===== src/sv/zwc_pkg.sv =====
package zwc_pkg;

   localparam logic [11:0] FRAME_W = 12'd3840;
   localparam logic [11:0] FRAME_H = 12'd2160;
   localparam logic [11:0] MIN_W   = 12'd1280;

   typedef enum logic [2:0] {
      OP_SET_X       = 3'd0,
      OP_SET_Y       = 3'd1,
      OP_SET_WIDTH   = 3'd2,
      OP_CROP_LEFT   = 3'd3,
      OP_CROP_RIGHT  = 3'd4,
      OP_CROP_TOP    = 3'd5,
      OP_CROP_BOTTOM = 3'd6,
      OP_CHECK       = 3'd7
   } opcode_type;

   typedef struct packed {
      logic [11:0] x;
      logic [11:0] y;
      logic [11:0] width;
      logic [11:0] height;
      logic [11:0] margin_left;
      logic [11:0] margin_right;
      logic [11:0] margin_top;
      logic [11:0] margin_bottom;
   } window_type;

   localparam window_type WINDOW_RESET = '{
      x:             12'd0,
      y:             12'd0,
      width:         FRAME_W,
      height:        FRAME_H,
      margin_left:   12'd0,
      margin_right:  12'd0,
      margin_top:    12'd0,
      margin_bottom: 12'd0
   };

endpackage


===== src/sv/zwc_if.sv =====
interface zwc_req_if;
   logic        valid;
   logic        ready;
   logic [2:0]  opcode;
   logic [15:0] value;

   modport source (output valid, output opcode, output value, input ready);
   modport sink (input valid, input opcode, input value, output ready);
endinterface

interface zwc_rsp_if;
   logic        valid;
   logic        ready;
   logic [11:0] out_x;
   logic [11:0] out_y;
   logic [11:0] out_width;
   logic [11:0] out_height;
   logic [11:0] out_crop_left;
   logic [11:0] out_crop_right;
   logic [11:0] out_crop_top;
   logic [11:0] out_crop_bottom;
   logic        fell_back;

   modport source (
      output valid, output out_x, output out_y, output out_width, output out_height,
      output out_crop_left, output out_crop_right, output out_crop_top,
      output out_crop_bottom, output fell_back, input ready
   );
   modport sink (
      input valid, input out_x, input out_y, input out_width, input out_height,
      input out_crop_left, input out_crop_right, input out_crop_top,
      input out_crop_bottom, input fell_back, output ready
   );
endinterface


===== src/sv/zwc_update.sv =====
module zwc_update (
   input  zwc_pkg::window_type cur,
   input  logic [2:0]          opcode,
   input  logic [15:0]         value,
   output zwc_pkg::window_type nxt,
   output logic                fell_back
);

   function automatic logic win_ok(input zwc_pkg::window_type s);
      logic [12:0] right_edge;
      logic [12:0] bottom_edge;
      right_edge  = {1'b0, s.x} + {1'b0, s.width};
      bottom_edge = {1'b0, s.y} + {1'b0, s.height};
      return (s.x < zwc_pkg::FRAME_W) && (s.y < zwc_pkg::FRAME_H) &&
             (right_edge <= {1'b0, zwc_pkg::FRAME_W}) &&
             (bottom_edge <= {1'b0, zwc_pkg::FRAME_H}) &&
             (s.width != 12'd0) && (s.height != 12'd0);
   endfunction

   logic [11:0]         clamp_w;
   logic [11:0]         clamp_h;
   logic [11:0]         new_w;
   logic [15:0]         w_times9;
   logic [11:0]         new_h;
   logic [12:0]         mid_x;
   logic [12:0]         mid_y;
   logic [12:0]         half_w;
   logic [12:0]         half_h;
   logic [12:0]         diff_x;
   logic [12:0]         diff_y;
   zwc_pkg::window_type cand_x;
   zwc_pkg::window_type cand_y;
   zwc_pkg::window_type cand_w;
   zwc_pkg::window_type upd;

   always_comb begin
      clamp_w = (value > {4'd0, zwc_pkg::FRAME_W}) ? zwc_pkg::FRAME_W : value[11:0];
      clamp_h = (value > {4'd0, zwc_pkg::FRAME_H}) ? zwc_pkg::FRAME_H : value[11:0];
      new_w   = (clamp_w < zwc_pkg::MIN_W) ? zwc_pkg::MIN_W : clamp_w;
      // 2160/3840 is 9/16
      w_times9 = {1'b0, new_w, 3'd0} + {4'd0, new_w};
      new_h    = w_times9[15:4];

      mid_x  = {1'b0, cur.x} + {2'd0, cur.width[11:1]};
      mid_y  = {1'b0, cur.y} + {2'd0, cur.height[11:1]};
      half_w = {2'd0, new_w[11:1]};
      half_h = {2'd0, new_h[11:1]};
      diff_x = mid_x - half_w;
      diff_y = mid_y - half_h;

      cand_x   = cur;
      cand_x.x = clamp_w;
      if (!win_ok(cand_x)) begin
         cand_x.x = zwc_pkg::FRAME_W - cur.width;
      end

      cand_y   = cur;
      cand_y.y = clamp_h;
      if (!win_ok(cand_y)) begin
         cand_y.y = zwc_pkg::FRAME_H - cur.height;
      end

      cand_w        = cur;
      cand_w.width  = new_w;
      cand_w.height = new_h;
      cand_w.x      = (mid_x > half_w) ? diff_x[11:0] : 12'd0;
      cand_w.y      = (mid_y > half_h) ? diff_y[11:0] : 12'd0;
      if (!win_ok(cand_w)) begin
         cand_w.x = zwc_pkg::FRAME_W - new_w;
         cand_w.y = zwc_pkg::FRAME_H - new_h;
      end

      upd = cur;
      unique case (zwc_pkg::opcode_type'(opcode))
         zwc_pkg::OP_SET_X:       upd = cand_x;
         zwc_pkg::OP_SET_Y:       upd = cand_y;
         zwc_pkg::OP_SET_WIDTH:   upd = cand_w;
         zwc_pkg::OP_CROP_LEFT:   upd.margin_left   = clamp_w;
         zwc_pkg::OP_CROP_RIGHT:  upd.margin_right  = clamp_w;
         zwc_pkg::OP_CROP_TOP:    upd.margin_top    = clamp_h;
         zwc_pkg::OP_CROP_BOTTOM: upd.margin_bottom = clamp_h;
         zwc_pkg::OP_CHECK:       upd = cur;
      endcase

      if (win_ok(upd)) begin
         nxt       = upd;
         fell_back = 1'b0;
      end else begin
         nxt       = zwc_pkg::WINDOW_RESET;
         fell_back = 1'b1;
      end
   end

endmodule


===== src/sv/zoom_window_controller.sv =====
// Pan/zoom window controller over a 3840x2160 frame. Each request item carries one
// command (set x, set y, set width, set one crop margin, or check only) and gives
// exactly one response item with the full window and margins after the update, plus
// fell_back when the window had to return to full frame. One item is taken every
// clock while the response side is not stalled; a request passes through the request
// register, then the result register, and the window state is updated in the same cycle
// that loads the result, so consecutive commands see each other's effect. A stalled
// response holds its item while one more request waits in the request register.
module zoom_window_controller (
   input logic       clock,
   input logic       reset,
   zwc_req_if.sink   req_chan,
   zwc_rsp_if.source rsp_chan
);

   logic                in_valid_ff;
   logic [2:0]          opcode_ff;
   logic [15:0]         value_ff;
   zwc_pkg::window_type win_ff;
   zwc_pkg::window_type win_in;
   zwc_pkg::window_type out_ff;
   logic                fell_back_ff;
   logic                fell_back_in;
   logic                out_valid_ff;
   logic                advance;

   assign advance        = in_valid_ff && (!out_valid_ff || rsp_chan.ready);
   assign req_chan.ready = !in_valid_ff || advance;

   zwc_update u_update (
      .cur       (win_ff),
      .opcode    (opcode_ff),
      .value     (value_ff),
      .nxt       (win_in),
      .fell_back (fell_back_in)
   );

   always_ff @(posedge clock) begin
      if (reset) begin
         in_valid_ff  <= 1'b0;
         out_valid_ff <= 1'b0;
         win_ff       <= zwc_pkg::WINDOW_RESET;
      end else begin
         if (req_chan.ready) begin
            in_valid_ff <= req_chan.valid;
         end
         if (advance) begin
            win_ff       <= win_in;
            out_valid_ff <= 1'b1;
         end else if (rsp_chan.ready) begin
            out_valid_ff <= 1'b0;
         end
      end
   end

   always_ff @(posedge clock) begin
      if (req_chan.ready && req_chan.valid) begin
         opcode_ff <= req_chan.opcode;
         value_ff  <= req_chan.value;
      end
      if (advance) begin
         out_ff       <= win_in;
         fell_back_ff <= fell_back_in;
      end
   end

   assign rsp_chan.valid           = out_valid_ff;
   assign rsp_chan.out_x           = out_ff.x;
   assign rsp_chan.out_y           = out_ff.y;
   assign rsp_chan.out_width       = out_ff.width;
   assign rsp_chan.out_height      = out_ff.height;
   assign rsp_chan.out_crop_left   = out_ff.margin_left;
   assign rsp_chan.out_crop_right  = out_ff.margin_right;
   assign rsp_chan.out_crop_top    = out_ff.margin_top;
   assign rsp_chan.out_crop_bottom = out_ff.margin_bottom;
   assign rsp_chan.fell_back       = fell_back_ff;

endmodule


===== src/flat_wrapper.sv =====
// flat-port wrapper written by rule: the top's interface ports become plain ports
module zoom_window_controller_flat 
  (clock, reset, req_chan_valid, req_chan_opcode, req_chan_value, req_chan_ready, rsp_chan_valid, rsp_chan_out_x, rsp_chan_out_y, rsp_chan_out_width, rsp_chan_out_height, rsp_chan_out_crop_left, rsp_chan_out_crop_right, rsp_chan_out_crop_top, rsp_chan_out_crop_bottom, rsp_chan_fell_back, rsp_chan_ready);
  zwc_req_if req_chan_i ();
  zwc_rsp_if rsp_chan_i ();
  input logic clock;
  input logic reset;
  input wire logic [$bits(req_chan_i.valid)-1:0] req_chan_valid;
  input wire logic [$bits(req_chan_i.opcode)-1:0] req_chan_opcode;
  input wire logic [$bits(req_chan_i.value)-1:0] req_chan_value;
  output wire logic [$bits(req_chan_i.ready)-1:0] req_chan_ready;
  output wire logic [$bits(rsp_chan_i.valid)-1:0] rsp_chan_valid;
  output wire logic [$bits(rsp_chan_i.out_x)-1:0] rsp_chan_out_x;
  output wire logic [$bits(rsp_chan_i.out_y)-1:0] rsp_chan_out_y;
  output wire logic [$bits(rsp_chan_i.out_width)-1:0] rsp_chan_out_width;
  output wire logic [$bits(rsp_chan_i.out_height)-1:0] rsp_chan_out_height;
  output wire logic [$bits(rsp_chan_i.out_crop_left)-1:0] rsp_chan_out_crop_left;
  output wire logic [$bits(rsp_chan_i.out_crop_right)-1:0] rsp_chan_out_crop_right;
  output wire logic [$bits(rsp_chan_i.out_crop_top)-1:0] rsp_chan_out_crop_top;
  output wire logic [$bits(rsp_chan_i.out_crop_bottom)-1:0] rsp_chan_out_crop_bottom;
  output wire logic [$bits(rsp_chan_i.fell_back)-1:0] rsp_chan_fell_back;
  input wire logic [$bits(rsp_chan_i.ready)-1:0] rsp_chan_ready;
  assign req_chan_i.valid = req_chan_valid;
  assign req_chan_i.opcode = req_chan_opcode;
  assign req_chan_i.value = req_chan_value;
  assign req_chan_ready = req_chan_i.ready;
  assign rsp_chan_valid = rsp_chan_i.valid;
  assign rsp_chan_out_x = rsp_chan_i.out_x;
  assign rsp_chan_out_y = rsp_chan_i.out_y;
  assign rsp_chan_out_width = rsp_chan_i.out_width;
  assign rsp_chan_out_height = rsp_chan_i.out_height;
  assign rsp_chan_out_crop_left = rsp_chan_i.out_crop_left;
  assign rsp_chan_out_crop_right = rsp_chan_i.out_crop_right;
  assign rsp_chan_out_crop_top = rsp_chan_i.out_crop_top;
  assign rsp_chan_out_crop_bottom = rsp_chan_i.out_crop_bottom;
  assign rsp_chan_fell_back = rsp_chan_i.fell_back;
  assign rsp_chan_i.ready = rsp_chan_ready;
  zoom_window_controller u_core (.clock(clock), .reset(reset), .req_chan(req_chan_i), .rsp_chan(rsp_chan_i));
endmodule

===== config.mk =====
export PLATFORM = sky130hd
export DESIGN_NAME = zoom_window_controller_flat
export DESIGN_NICKNAME = d
export VERILOG_FILES = /design/src/sv/zwc_pkg.sv /design/src/sv/zwc_if.sv /design/src/sv/zwc_update.sv /design/src/sv/zoom_window_controller.sv /design/src/flat_wrapper.sv
export SDC_FILE = /design/constraint.sdc
export NUM_CORES = 1
export LEC_CHECK = 0
export BUFFER_PORTS_ARGS = -buffer_cell sky130_fd_sc_hd__buf_2
export CAP_MARGIN = 20
export CORE_AREA = 10 10 195 197
export DETAILED_ROUTE_END_ITERATION = 12
export DIE_AREA = 0 0 205 207
export GPL_ROUTABILITY_DRIVEN = 0
export PLACE_DENSITY = 0.76
export SLEW_MARGIN = 0
export SYNTH_ARGS = -nofsm -noshare
export SYNTH_HDL_FRONTEND = slang
export SYNTH_HIERARCHICAL = 1
export SYNTH_SLANG_ARGS = --single-unit

===== constraint.sdc =====
create_clock -name clock -period 12.1 [get_ports clock]
set_input_delay 2.42 -clock clock [delete_from_list [all_inputs] [get_ports clock]]
set_output_delay 2.42 -clock clock [all_outputs]
set_load 0.05 [all_outputs]

==> results by group, run 1 <==
Synth
  • Number of instances in the synthesized netlist: 2279
  • Syn_nets: 2446
  • Commonest cells in the synthesized netlist: 198 x sky130_fd_sc_hd__nand2b_1, 185 x sky130_fd_sc_hd__nor2_1, 158 x sky130_fd_sc_hd__a21oi_1
  • Most frequent cell after synthesis: sky130_fd_sc_hd__nand2b_1
  • Area share of the largest cell type after synthesis: 0.181
  • Most common flop cell mapped by yosys: sky130_fd_sc_hd__edfxtp_1
  • Number of library cell types mapped by synthesis: 100
  • Average cell area after synthesis: 8.44 um^2
  • Flip-flop and latch count after synthesis: 214
  • Number of enable-type register cells in the synthesized netlist: 116
  • Top cell type by total area after synthesis: sky130_fd_sc_hd__edfxtp_1
  • Async SR Flop Fraction: 0
  • Post-Syn Area: 19200 um^2
  • Sequential-to-total area share from yosys stat: 0.283
  • Top cells by area in the synthesized netlist: sky130_fd_sc_hd__edfxtp_1 18%, sky130_fd_sc_hd__dfxtp_1 10%, sky130_fd_sc_hd__ha_1 8.7%
  • Synthesis Warnings: 6

Power
  • Switch Pwr: 1.13 mW
  • Switching Fraction: 0.400
  • Cell internal power dissipation: 1.70 mW
  • Relative contribution of sequential cells to total power: 0.288
  • Combinational share of power: 0.444
  • Peak supply drop: 0.114 mV
  • Areal power density over the cells: 132 nW/um^2
  • Leakage power: 8.76 nW
  • Share of power burned in the clock network: 0.268

Die
  • Die H: 207 um
  • Row count: 68
  • Std-Cell Core Area: 34100 um^2
  • Io pins: 122
  • Width of the die: 205 um
  • Effective utilization at floorplan: 0.564
  • Area of the die: 42400 um^2

Timing
  • Post-route fraction of the period consumed by the critical path: 0.962
  • Setup slack after layout: 461 ps
  • Clock period minus worst slack: 11640 ps
  • Slew margin rel.: 0.196
  • Final-report hold violation count: 0
  • Tightest Pin Transition: 1210 ps
  • Highest clock rate: 85.9 MHz
  • Setup violators final: 0
  • Worst clock skew: 21.4 ps
  • Pins over their slew limit: 0

Route
  • Routed Wire Length: 59.4 mm
  • Detail-routed via count per cell: 6.34
  • Router iterations before antenna repair: 8
  • Residual DRC count: 0
  • Iteration-0 DRC count of the detailed router: 2113
  • Post-route antenna net violation count: 0
  • Final routed wire length divided by cell count: 20.8 um
  • Routed vias: 18.1k

CTS
  • TritonCTS clock tree: built
  • Clock sinks: 214
  • Clock-pin slew on the worst setup and hold paths: 60 ps
  • H-Tree Depth: 1
  • Number of buffers inserted for hold repair after clock tree synthesis: 0
  • Clk_lat worst skew: 550 ps
  • Maximum number of buffers from clock root to sink: 3
  • Number of CTS-inserted buffers: 25
  • Buffer cell driving the clock tree root: sky130_fd_sc_hd__clkbuf_16

Critical path
  • Setup crit end kind: flop
  • Longest individual stage delay on the worst path: 610 ps
  • Crit path launch type: flop
  • Most frequent cell on the critical path: sky130_fd_sc_hd__a21o_1
  • Arrival time at the worst endpoint: 12090 ps
  • Cell with the biggest individual delay on the critical path: sky130_fd_sc_hd__or4_4
  • Crit Path Max Fanout: 12
  • Critical path class: reg -> reg
  • Data required time at the worst endpoint: 12550 ps

Outcome
  • Run status: complete, no violations

Placed design
  • # placed instances: 2788
  • Port Buffers: 121
  • HPWL after detailed placement: 42.9 mm
  • Placement Setup Slack: -259 ps
  • Placed inst area: 20300 um^2

Run
  • Max_cap viols: 0

Finish
  • Synth-to-layout area growth: 12.2%
  • Share of cells above drive strength 1: 0.143
  • Count of non-filler cells in the finished layout: 2851
  • Antenna Cells: 0
  • Post-Layout Inst Area: 21600 um^2
  • Net count, final: 2545
  • Layout Utilization: 0.632

GRT
  • Antenna violations before repair: 1
  • Vias in the first global route: 16.9k
  • Largest net degree at the start of global routing: 192
  • Global-route wire length before repair: 90.5 mm
  • Total routing resource utilization after global routing: 0.258
  • Grt ovf: 0

Worst hold path
  • Type of the worst min-delay path: reg -> reg
## cell usage in the layout (no fill, tap or decap), types with 36 or more instances in the layout
cell	instances
sky130_fd_sc_hd__a21o_1	47
sky130_fd_sc_hd__a21oi_1	154
sky130_fd_sc_hd__buf_2	120
sky130_fd_sc_hd__buf_4	65
sky130_fd_sc_hd__dfxtp_1	98
sky130_fd_sc_hd__edfxtp_1	116
sky130_fd_sc_hd__ha_1	129
sky130_fd_sc_hd__inv_1	107
sky130_fd_sc_hd__mux2i_1	115
sky130_fd_sc_hd__nand2_1	153
sky130_fd_sc_hd__nand2b_1	198
sky130_fd_sc_hd__nand3_1	44
sky130_fd_sc_hd__nor2_1	181
sky130_fd_sc_hd__nor3_1	64
sky130_fd_sc_hd__nor3b_1	36
sky130_fd_sc_hd__o21ai_0	101
sky130_fd_sc_hd__xnor2_1	94
sky130_fd_sc_hd__xor2_1	49
## power groups by stage
stage / registers (mW) / clock network (mW) / logic (mW)
2_1_floorplan: 0.888 / 0 / 0.732
6_report: 0.816 / 0.762 / 1.26
3_5_place_dp: 0.830 / 0 / 1.01
4_1_cts: 0.815 / 0.767 / 1.03
5_1_grt: 0.818 / 0.797 / 1.33
3_3_place_gp: 0.830 / 0 / 0.999
## logic make-up (layout without fill, tap and decap cells)
family / Yosys count / after routing / share of synthesized area
compound gates: 547 / 547 / 0.188
xor+xnor: 145 / 145 / 0.0664
fa+ha+maj: 151 / 151 / 0.102
buf+inv: 234 / 351 / 0.0532
flops: 214 / 214 / 0.283
mux: 120 / 120 / 0.0628
simple gates: 868 / 868 / 0.245
## cell type report
cell class	count	area, um^2
Clock buffer	37	741
Clock inverter	8	87.6
Fill cell	2791	12500
Inverter	110	413
Multi-Input combinational cell	1831	13000
Sequential cell	214	5450
Tap cell	455	569
Timing Repair Buffer	196	1340
## what timing repair did
| action | 4_1_cts | 5_1_grt |
|---|---|---|
| setup endpoints to repair | 192 | 193 |
| pin swaps | 1 | 19 |
| resized for setup | 6 | 51 |
| buffers inserted | 2 | 10 |
| gates cloned | 0 | 6 |
## state kept, by name, summed over array words and instances (netlist names)
| register | flops |
|---|---|
| u_core/rsp_chan.out_crop_left | 12 |
| u_core/rsp_chan.out_width | 12 |
| u_core/rsp_chan.out_crop_top | 12 |
| u_core/rsp_chan.out_crop_bottom | 12 |
| u_core/rsp_chan.out_x | 12 |
| u_core/opcode_ff | 3 |
| u_core/value_ff | 16 |
| u_core/rsp_chan.out_y | 12 |
| u_core/in_valid_ff | 1 |
| u_core/rsp_chan.fell_back | 1 |
| u_core/rsp_chan.out_crop_right | 12 |
| u_core/win_ff | 96 |
| u_core/rsp_chan.out_height | 12 |
| u_core/rsp_chan.valid | 1 |
## worst max-delay path, delay by kind of cell, from the launching register on
family / cells / cell delay (ps)
buf+inv: 7 / 910
fa+ha+maj: 6 / 1830
compound gates: 24 / 3890
simple gates: 22 / 3870
flops: 1 / 420
xor+xnor: 1 / 170
mux: 2 / 460
## stage by stage
stage	power, mW	setup TNS (ps)	hold WS (ps)
floorplan	1.62	0	449
global placement	1.83	0	458
detailed placement	1.84	-29660	467
CTS	2.61	0	475
global route	2.94	-3240	498
finish	2.84	0	478
## path summary, 6_finish.rpt
path / from / endpoint / slack, ps / depth (start not counted)
max: u_core/value_ff[13] / u_core/win_ff[55] / 460 / 62
min: u_core/win_ff[33] / u_core/win_ff[33] / 480 / 2
max reg2reg: u_core/value_ff[13] / u_core/win_ff[55] / 460 / 62
min reg2reg: u_core/win_ff[33] / u_core/win_ff[33] / 480 / 2
## layer usage
layer,part of all wire,track usage
met1,0.40,0.348
met2,0.44,0.404
met5,0.00019,0
met3,0.11,0.0467
met4,0.042,0.0925
No activity file was read; power rests on OpenSTA's default activity.
==> run 2, diff against run 1 <==
CELL_PAD_IN_SITES_DETAIL_PLACEMENT = 0   (was default)
CELL_PAD_IN_SITES_GLOBAL_PLACEMENT = 1   (was default)
CORE_AREA = 2 2 215 217   (was 10 10 195 197)
DIE_AREA = 0 0 217 219   (was 0 0 205 207)
GPL_ROUTABILITY_DRIVEN = 1   (was 0)
PLACE_DENSITY = 0.75   (was 0.76)
==> run 2 against run 1 <==
Routed wire length is 6.3% higher. Count of clock-buffer cells in the layout is 3 lower. Worst hold slack worse by 4.0 ps. Utilization is 14 points lower. Power is 2.5% lower. Sequential share of layout area is 0.57 points lower. Combinational power hardly changed. Die area is 12% higher. Sequential power hardly changed. Critical path type unchanged. Largest cell class unchanged.
==> results by group, run 2 (same netlist as run 1, synthesis figures left out) <==
Critical path
  • Kind of cell adding the most delay to the critical path: compound AO/OA/AOI/OAI gates
  • Data required time at the worst endpoint: 12470 ps
  • Setup crit end kind: flop
  • Worst reg2reg path depth: 59
  • Most frequent cell on the critical path: sky130_fd_sc_hd__a21o_1
  • FF-to-FF setup slack: 530 ps
  • Crit path launch type: flop
  • End of the worst register-to-register path: u_core/win_ff[59]
  • Critical path buffers and inverters: 7
  • Longest individual stage delay on the worst path: 630 ps
  • Cell with the biggest individual delay on the critical path: sky130_fd_sc_hd__or4_4
  • Startpoint of the lowest-slack register-to-register path: u_core/value_ff[15]
  • Critical path class: reg -> reg
  • Crit Path Max Fanout: 12
  • Arrival time at the worst endpoint: 11940 ps

Placed design
  • HPWL after detailed placement: 48.3 mm
  • Weighted congestion at the end of routability-driven global placement: 0.921
  • Port Buffers: 121
  • # placed instances: 2971
  • Placement Setup Slack: -160 ps

GRT
  • Grt peak-use layer: met2
  • Met2 GRT Util: 0.401
  • Vias in the first global route: 16.7k
  • Antenna violations before repair: 0
  • M3 GR Usage: 0.0403
  • Largest net degree at the start of global routing: 151
  • Total routing resource utilization after global routing: 0.258
  • Grt ovf: 0
  • GRT met1 Usage: 0.368
  • Global-route wire length before repair: 96.2 mm

Route
  • Routed vias: 17.6k
  • Final routed wire length divided by cell count: 20.8 um
  • Residual DRC count: 0
  • Routed Wire Length: 63.2 mm
  • Router iterations before antenna repair: 6
  • Detail-routed via count per cell: 5.81
  • Post-route antenna net violation count: 0
  • Iteration-0 DRC count of the detailed router: 1576

Timing
  • Setup slack after layout: 529 ps
  • Clock period minus worst slack: 11570 ps
  • Worst clock skew: 33.5 ps
  • Post-route fraction of the period consumed by the critical path: 0.956
  • Setup repair after global routing missed its margin: yes
  • Fin Hold WS: 474 ps
  • Final-report hold violation count: 0
  • Slew margin rel.: 0.325
  • Setup violators final: 0
  • Highest clock rate: 86.4 MHz
  • TNS Setup: 0 ps
  • Tightest Pin Transition: 1010 ps
  • Pins over their slew limit: 0

Finish
  • Commonest non-fill, non-tap cell in the layout: sky130_fd_sc_hd__nand2b_1
  • Top Registers: u_core/win_ff: 96 flops, u_core/value_ff: 16 flops
  • Max reg flops: 96
  • Top library cells by usage in the layout, fill and taps aside: 198 x sky130_fd_sc_hd__nand2b_1, 182 x sky130_fd_sc_hd__nor2_1, 153 x sky130_fd_sc_hd__a21oi_1, 152 x sky130_fd_sc_hd__nand2_1, 130 x sky130_fd_sc_hd__ha_1
  • Net count, final: 2581
  • Synth-to-layout area growth: 14.8%
  • Storage element area: 5450 um^2
  • Share of cells above drive strength 1: 0.164
  • Fill count: 4362
  • Total area of multi-input combinational cells: 13100 um^2
  • Count of non-filler cells in the finished layout: 3034
  • Register with the most flip-flops: u_core/win_ff

Die
  • Die H: 219 um
  • Area of the die: 47500 um^2
  • Io pins: 122
  • Std-Cell Core Area: 45100 um^2
  • Effective utilization at floorplan: 0.427
  • Width of the die: 217 um
  • Row count: 78

CTS
  • Number of CTS-inserted buffers: 24
  • Clock-pin slew on the worst setup and hold paths: 60 ps
  • Clock sinks: 214
  • Maximum number of buffers from clock root to sink: 3
  • Clk_lat worst skew: 540 ps
  • Buffer cell driving the clock tree root: sky130_fd_sc_hd__clkbuf_16
  • H-Tree Depth: 1
  • TritonCTS clock tree: built

Worst hold path
  • Hold-critical path endpoint: u_core/win_ff[27]
  • Number of cells on the worst hold path: 2
  • Hold Path Origin: u_core/win_ff[27]
  • Type of the worst min-delay path: reg -> reg

Power
  • Switching Fraction: 0.405
  • Areal power density over the cells: 125 nW/um^2
  • Relative contribution of sequential cells to total power: 0.294
  • Leakage power: 8.94 nW
  • Cell internal power dissipation: 1.65 mW
  • Peak supply drop: 0.158 mV
  • Combinational share of power: 0.452
  • Switch Pwr: 1.12 mW
  • Share of power burned in the clock network: 0.254
  • Total Power: 2.77 mW

Run
  • Max_cap viols: 0

Outcome
  • Run status: complete, no violations
[run 2: changes by cell type in the layout (fill, tap and decap cells not counted), sizes merged]
cell,delta
buf,+40
diode,+3
clkbuf,-6
clkinv,+1
[run 2: per-layer routing]
| metal | up-vias | part of all wire | wire [um] |
|---|---|---|---|
| li1 | 8494 | - | - |
| met1 | 8470 | 0.47 | 29500 |
| met2 | 572 | 0.44 | 27600 |
| met3 | 99 | 0.065 | 4110 |
| met4 | 0 | 0.030 | 1920 |
| met5 | - | 0 | 0 |
[run 2: final cells by class]
type / instances / area share
inverters: 110 / 0.0187
diodes: 3 / 0.000340
flip-flops and latches: 214 / 0.247
well taps: 600 / 0.0340
clock buffers: 34 / 0.0308
repair buffers: 233 / 0.0714
clock inverters: 9 / 0.00323
multi-input cells: 1831 / 0.595
[run 2: worst max path at each step]
stage | startpoint | end | slack (ps) | cells past startpoint
after floorplan | u_core/value_ff[14] | u_core/win_ff[71] | 40 | 64
after global placement | u_core/value_ff[15] | u_core/rsp_chan.out_width[2] | 60 | 56
after detailed placement | u_core/value_ff[15] | u_core/rsp_chan.out_width[2] | -160 | 57
after CTS | u_core/value_ff[15] | u_core/win_ff[10] | 0.9 | 60
after global routing | u_core/value_ff[15] | u_core/win_ff[69] | -90 | 60
final | u_core/value_ff[15] | u_core/win_ff[59] | 530 | 59
[run 2: power groups by stage]
stage               combinational, mW  clock, mW  sequential, mW
floorplan                       0.732          0           0.888
global placement                 1.11          0           0.828
detailed placement               1.11          0           0.829
CTS                              1.12      0.715           0.814
global route                     1.33      0.744           0.816
finish                           1.25      0.701           0.814
[run 2: through the flow]
step / instance area, um^2 / utilization
after detailed placement: 20800 / 0.461
final: 22100 / 0.490
after global routing: 22100 / 0.489
after global placement: 20800 / 0.461
after floorplan: 19200 / -
after CTS: 21600 / 0.478
[run 2: what timing repair did]
| item | in CTS | in global routing |
|---|---|---|
| resized for setup | 7 | 69 |
| gates cloned | 0 | 3 |
| hold buffers | 0 | 0 |
| pin swaps | 0 | 19 |
| setup buffers | 0 | 13 |
| endpoints found under the setup margin | 70 | 193 |
[run 2: worst reg2reg max path, delay by kind of cell, from the launching register on]
family | cells | cell delay [ps]
AO/OA/AOI/OAI | 23 | 4320
AND/OR/NAND/NOR | 19 | 3820
adder cells (fa/ha/maj) | 5 | 1190
buffers and inverters | 7 | 820
multiplexers | 4 | 660
flip-flops | 1 | 430
XOR/XNOR | 1 | 160
